`config.mk`:
```
export PLATFORM = sky130hd
export DESIGN_NAME = fnns_dist
export DESIGN_NICKNAME = d
export VERILOG_FILES = /design/src/rtl/core/fnns_pkg.sv /design/src/rtl/core/fnns_dist.sv
export SDC_FILE = /design/constraint.sdc
export NUM_CORES = 2
export LEC_CHECK = 0
export ABC_AREA = 1
export ABC_CLOCK_PERIOD_IN_PS = 12200
export BUFFER_PORTS_ARGS = -buffer_cell sky130_fd_sc_hd__buf_2
export CAP_MARGIN = 20
export CORE_UTILIZATION = 66
export CTS_CLUSTER_DIAMETER = 60
export CTS_CLUSTER_SIZE = 16
export DETAILED_ROUTE_END_ITERATION = 6
export PLACE_DENSITY = 0.84
export SYNTH_ARGS = -nofsm -noshare
export SYNTH_HDL_FRONTEND = slang
export SYNTH_SLANG_ARGS = --single-unit
```
`constraint.sdc`:
```
create_clock -name i_clk -period 12.2 [get_ports i_clk]
set_input_delay 1.83 -clock i_clk [delete_from_list [all_inputs] [get_ports i_clk]]
set_output_delay 1.83 -clock i_clk [all_outputs]
set_load 0.02 [all_outputs]
```
`src/rtl/core/fnns_pkg.sv`:
```
// Shared types and constants for the four nearest neighbour selector.
package fnns_pkg;

    localparam int COORD_W   = 24;
    localparam int SQ_W      = 48;
    localparam int DIST_W    = 50;
    localparam int POS_W     = 12;
    localparam int OUT_SLOTS = 4;
    localparam int CFG_IDX_W = 1;

    typedef logic signed [COORD_W-1:0] t_coord;
    typedef logic [SQ_W-1:0]           t_sq;
    typedef logic [DIST_W-1:0]         t_dist;
    typedef logic [POS_W-1:0]          t_pos;

    typedef enum logic [CFG_IDX_W-1:0] {
        CFG_CUTOFF_SQ   = 1'b0,
        CFG_MIN_DIST_SQ = 1'b1
    } t_cfg_idx;

    typedef struct packed {
        t_coord center_x;
        t_coord center_y;
        t_coord center_z;
        t_coord point_x;
        t_coord point_y;
        t_coord point_z;
        logic   last_point;
    } t_in_item;

    typedef struct packed {
        t_pos  nearest_pos_0;
        t_pos  nearest_pos_1;
        t_pos  nearest_pos_2;
        t_pos  nearest_pos_3;
        t_dist nearest_dist_0;
        t_dist nearest_dist_1;
        t_dist nearest_dist_2;
        t_dist nearest_dist_3;
        logic  found_four;
        logic  too_many_points;
    } t_out_item;

    typedef struct packed {
        t_dist sq_dist;
        logic  last_point;
    } t_dist_item;

endpackage

```
`src/rtl/core/fnns_dist.sv`:
```
// Three stage squared distance pipeline with per-stage valid and stall.
module fnns_dist (
    input  logic                i_clk,
    input  logic                i_rst_n,
    input  logic                i_valid,
    output logic                o_stall,
    input  fnns_pkg::t_in_item  i_item,
    output logic                o_valid,
    input  logic                i_stall,
    output fnns_pkg::t_dist_item o_dist
);

    function automatic fnns_pkg::t_sq square_diff(input fnns_pkg::t_coord a,
                                                  input fnns_pkg::t_coord b);
        logic signed [fnns_pkg::COORD_W:0] d;
        logic [fnns_pkg::COORD_W-1:0]      m;
        d = {b[fnns_pkg::COORD_W-1], b} - {a[fnns_pkg::COORD_W-1], a};
        m = d[fnns_pkg::COORD_W] ? fnns_pkg::COORD_W'(-d) : d[fnns_pkg::COORD_W-1:0];
        return fnns_pkg::SQ_W'(m) * fnns_pkg::SQ_W'(m);
    endfunction

    logic               r_v1;
    logic               r_v2;
    logic               r_v3;
    fnns_pkg::t_in_item r_in1;
    fnns_pkg::t_sq      r_sq_x;
    fnns_pkg::t_sq      r_sq_y;
    fnns_pkg::t_sq      r_sq_z;
    logic               r_last2;
    fnns_pkg::t_dist    r_d3;
    logic               r_last3;
    fnns_pkg::t_sq      n_sq_x;
    fnns_pkg::t_sq      n_sq_y;
    fnns_pkg::t_sq      n_sq_z;
    fnns_pkg::t_dist    n_d3;
    logic               w_rdy1;
    logic               w_rdy2;
    logic               w_rdy3;

    assign w_rdy3  = !r_v3 || !i_stall;
    assign w_rdy2  = !r_v2 || w_rdy3;
    assign w_rdy1  = !r_v1 || w_rdy2;
    assign o_stall = !w_rdy1;

    always_comb begin
        n_sq_x = square_diff(r_in1.center_x, r_in1.point_x);
        n_sq_y = square_diff(r_in1.center_y, r_in1.point_y);
        n_sq_z = square_diff(r_in1.center_z, r_in1.point_z);
        n_d3   = fnns_pkg::DIST_W'(r_sq_x) + fnns_pkg::DIST_W'(r_sq_y)
               + fnns_pkg::DIST_W'(r_sq_z);
    end

    always_ff @(posedge i_clk) begin
        if (!i_rst_n) begin
            r_v1 <= 1'b0;
            r_v2 <= 1'b0;
            r_v3 <= 1'b0;
        end else begin
            if (w_rdy1) begin
                r_v1 <= i_valid;
            end
            if (w_rdy2) begin
                r_v2 <= r_v1;
            end
            if (w_rdy3) begin
                r_v3 <= r_v2;
            end
        end
    end

    always_ff @(posedge i_clk) begin
        if (w_rdy1 && i_valid) begin
            r_in1 <= i_item;
        end
        if (w_rdy2 && r_v1) begin
            r_sq_x  <= n_sq_x;
            r_sq_y  <= n_sq_y;
            r_sq_z  <= n_sq_z;
            r_last2 <= r_in1.last_point;
        end
        if (w_rdy3 && r_v2) begin
            r_d3    <= n_d3;
            r_last3 <= r_last2;
        end
    end

    assign o_valid           = r_v3;
    assign o_dist.sq_dist    = r_d3;
    assign o_dist.last_point = r_last3;

endmodule

```
; ---- After elaboration in Yosys (flattened, before gate mapping)
; Index checks and enable logic that the tools add are counted.
[totals]
out_inout_bits = 53
wordCells = 41
input_bits = 149
reg_bits = 344
[classes]
reduce_logical = 11
n_addsub = 8
mux = 3
mul = 3
[op_table]
columns = op, n
row1 = $mul A24 B24 Y48, 3
row2 = $sub A24 B24 Y25, 3
row3 = $mux W24, 3
row4 = $neg A24 Y24, 3
row5 = $add A49 B48 Y50, 1
row6 = $add A48 B48 Y49, 1
row7 = $logic_not A1 Y1, 5
row8 = $logic_and A1 B1 Y1, 3
row9 = $logic_or A1 B1 Y1, 3

; ---- Longest topological paths before layout
[logic_depth]
word_depth = 5
depth_mapped = 50
ltp_nobuf = 49

; ---- Worst setup path before layout
; OpenSTA, ideal clock, no wires.
[synth_path]
path_type = in2reg
start = input port i_stall
end = register r_in1[0] in the netlist's numbering (enable)
setup_time_ns = 0.652
stages = 5
path_slack_ns = 3.379
arrival_time_ns = 8.169
n_path_buf = 0
required_time_ns = 11.548
path_cell_list = nand2_1 > nor2_1 > inv_1 > nor2_1 > nor2_1
[synth_between]
elab_chain_len = 5
[synth_lines]
columns = element, line_no
row1 = from (decl), fnns_dist.sv:9  ; input logic i_stall,
row2 = $logic_not A1 Y1, fnns_dist.sv:40  ; assign w_rdy3 = !r_v3 || !i_stall;
row3 = $logic_or A1 B1 Y1, fnns_dist.sv:40
row4 = $logic_or A1 B1 Y1, fnns_dist.sv:41  ; assign w_rdy2 = !r_v2 || w_rdy3;
row5 = $logic_or A1 B1 Y1, fnns_dist.sv:42  ; assign w_rdy1 = !r_v1 || w_rdy2;
row6 = $logic_and A1 B1 Y1, fnns_dist.sv:72  ; if (w_rdy1 && i_valid) begin
row7 = to (signal assigned), fnns_dist.sv:73  ; r_in1 <= i_item;
row8 = to (decl), fnns_dist.sv:25  ; fnns_pkg::t_in_item r_in1;
; Every way passes these cells.
; A chain may end at the register's enable or synchronous reset.

; ---- Worst setup path in the final report
[layout_path]
start = register r_in1[25] in the netlist's numbering
end = register r_sq_y[43], data pin
[layout_between]
elab_chain_len = 4
[layout_lines]
columns = element, line_no
row1 = $sub A24 B24 Y25 *, fnns_dist.sv:17  ; d = {b[fnns_pkg::COORD_W-1], b} - {a[fnns_pkg::COORD_W-1], a};
row2 = $neg A24 Y24, fnns_dist.sv:18  ; m = d[fnns_pkg::COORD_W] ? fnns_pkg::COORD_W'(-d) : d[fnns_pkg::COORD_W-1:0];
row3 = $mux W24 *, fnns_dist.sv:18
row4 = $mul A24 B24 Y48 *, fnns_dist.sv:19  ; return fnns_pkg::SQ_W'(m) * fnns_pkg::SQ_W'(m);
row5 = named net n_sq_y[43], fnns_dist.sv:33  ; fnns_pkg::t_sq n_sq_y;
row6 = to (signal assigned), fnns_dist.sv:77  ; r_sq_y <= n_sq_y;
row7 = to (decl), fnns_dist.sv:27  ; fnns_pkg::t_sq r_sq_y;
; The timed path passes the listed nets; every way through them passes the cells marked *.

==> flow_summary.toml <==
[logic_synthesis]
yosysSeqAreaShare_pct = 14.8
synth_warnings = 0
synth_cell_types = 62
async_flop_share_pct = 0
synth-main-ff-cell = "edfxtp_1"
synthCells = 7842
syn_area_sq_um = 69100
avgSynthCellArea_sq_um = 8.81
synth-seq-cells = 341
synth_edf_count = 338

[global_route]
grt_pass1_wl_um = 290000
antenna_found_initial = 3
grt_max_degree = 82
grt_pass1_vias = 56500
grtUsageTotal_pct = 35.2
grt-ovfl-total = 0

[clock_network]
cts_setup_buffers = 0
path_clk_slew_ns = 0.07
cts_buffers = 37
cts_root_buffer = "clkbuf_16"
cts_sinks = 341
cts_resized = 0
h-tree-depth = 2
clock_latency_ns = 0.61
cts_hold_buffers = 0
clk_path_buf_depth = 3
cts_tree = "built"

[finish]
final_cell_mix = "inv_1 (2,099), fa_1 (1,317), nand2_1 (1,111), nor2_1 (850), ha_1 (629)"
syn_to_final_growth_pct = 5.25
multiInputGateArea_sq_um = 50000
drive_above_1_share_pct = 6.79
fillers = 8000
seqCellArea_sq_um = 10200
final_nets = 10100
layout_commonest_cell = "inv_1"
antenna_cells = 0

[die]
io_pins = 202
die_w_um = 325
die_h_um = 325
start_util_pct = 66.6
die-area_sq_um = 106000
fp.coreArea_sq_um = 104000
fp-row-count = 118

[drt]
drtAntennaViolNets = 0
dr_total_vias = 53100
wl_per_cell_um = 19.2
wl_um = 180000
drcViolationCount = 2
drt_iter0_markers = 4925
dr.pass1.iters = 7
via_per_inst = 5.64

[worst_setup_path]
worstPathArrival_ns = 10.44
cp_max_fo = 14
slowest_delay_ns = 0.56
worst-path-buf-inv = 11
critical_path.top_delay_family = "adder cells"
crit_path_end_kind = "flip-flop"
start_kind = "flip-flop"
crit_required_ns = 12.53
critPathKind = "reg2reg"
crit_top_cell = "inv_1"
cp_slowest_cell = "o31ai_1"

[sta]
finalSetupTns_ns = 0
finalClockSkew_ns = 0.0335
setup_ws_ns = 2.10
rsz0062_at_grt = "no"
max_freq_mhz = 99.0
tightest_slew_ns = 1.05
finalSetupViolations = 0
post-route-min-period_ns = 10.10
slew_headroom_pct = 29.8
final_hold_viol_count = 0
whs_ns = 0.508
post-route-period-util_pct = 82.8
slew_viol_final = 0

[outcome]
status = "finished, violations left"
violations = "DRC"

[job]
drv_cap = 0

[hold_path]
min_path_type = "reg2reg"

[placement]
gp_congestion = 1.05
io_buffers = 201
place_ws_ns = 2.25
place.detailed.hpwl_um = 151000
==> cells by family after synthesis <==
kind of cell,share of synthesized area (%)
AO/OA/AOI/OAI,5.35
XOR/XNOR,3.08
adder cells (fa/ha/maj),49.6
buffers and inverters,12.8
flip-flops,14.8
other,0.00543
AND/OR/NAND/NOR,14.4
==> metrics by stage <==
step | utilization [%] | instance area (sq um) | std cells
after floorplan | - | 69100 | 7844
after global placement | 68.9 | 71400 | 9344
after detailed placement | 68.9 | 71400 | 9344
after CTS | 70.1 | 72700 | 9405
after global routing | 70.1 | 72700 | 9405
final | 70.1 | 72700 | 9405
==> cells in the mapped netlist, types with 12 or more instances <==
| master | number | area share (%) |
|---|---|---|
| nand3b_1 | 21 | 0.23 |
| inv_2 | 75 | 0.41 |
| o21bai_1 | 17 | 0.18 |
| edfxtp_1 | 338 | 15 |
| o21a_1 | 21 | 0.23 |
| fa_1 | 1317 | 38 |
| buf_4 | 16 | 0.17 |
| nand3_2 | 12 | 0.17 |
| xor2_1 | 136 | 1.7 |
| nand3_1 | 170 | 1.2 |
| nand4_1 | 45 | 0.41 |
| xnor2_1 | 74 | 0.94 |
| o21ai_0 | 136 | 0.99 |
| o21ai_1 | 18 | 0.13 |
| a31oi_1 | 49 | 0.44 |
| o211ai_1 | 19 | 0.21 |
| nand2_1 | 1111 | 6.0 |
| a21o_1 | 18 | 0.20 |
| nor3_1 | 27 | 0.20 |
| buf_6 | 12 | 0.20 |
| ha_1 | 629 | 11 |
| nand2_2 | 45 | 0.41 |
| nor2_2 | 55 | 0.50 |
| clkbuf_1 | 24 | 0.13 |
| nor4_1 | 15 | 0.14 |
| inv_1 | 2100 | 11 |
| nor2_1 | 851 | 4.6 |
| a21oi_1 | 307 | 2.2 |
| buf_2 | 64 | 0.46 |
==> worst paths after layout <==
kind / startpoint / to / slack (ns) / cells after the start
setup reg to reg: r_in1[25] / r_sq_y[43] / 2.10 / 44
setup / recovery: r_in1[25] / r_sq_y[43] / 2.10 / 44
hold reg to reg: r_v1 / r_v2 / 0.51 / 2
hold / removal: r_v1 / r_v2 / 0.51 / 2
==> layout make-up <==
cell class / count / share of cell area [%]
clock buffer: 40 / 1.32
tap: 1380 / 2.38
sequential: 341 / 14.0
clock inverter: 21 / 0.391
timing repair buffer: 237 / 1.76
multi-input combinational: 5205 / 68.8
inverter: 2181 / 11.3
==> worst register-to-register path, delay by kind of cell (launching register included) <==
family                   cells  cell delay [ns]
AND/OR/NAND/NOR             20             3.04
buffers and inverters       11             1.07
flip-flops                   1             0.37
adder cells (fa/ha/maj)     10             4.57
AO/OA/AOI/OAI                2             0.74
XOR/XNOR                     1             0.06
==> flip-flops by register name, summed over array words and instances, names as in the netlist <==
name / flops
r_last2: 1
r_d3: 50
r_v2: 1
r_in1: 145
r_last3: 1
o_valid: 1
r_v1: 1
r_sq_z: 47
r_sq_y: 47
r_sq_x: 47
==> metal layers <==
layer	track usage, %	vias to the layer above	share of wire [%]
li1	-	23800	-
met1	46.1	25900	38
met2	56.4	2725	46
met3	6.44	643	10
met4	17.7	2	5.8
met5	0	-	0.0055
Power is not shown: default switching activity piles up to over one toggle a cycle in this logic, so the estimate is an artifact.
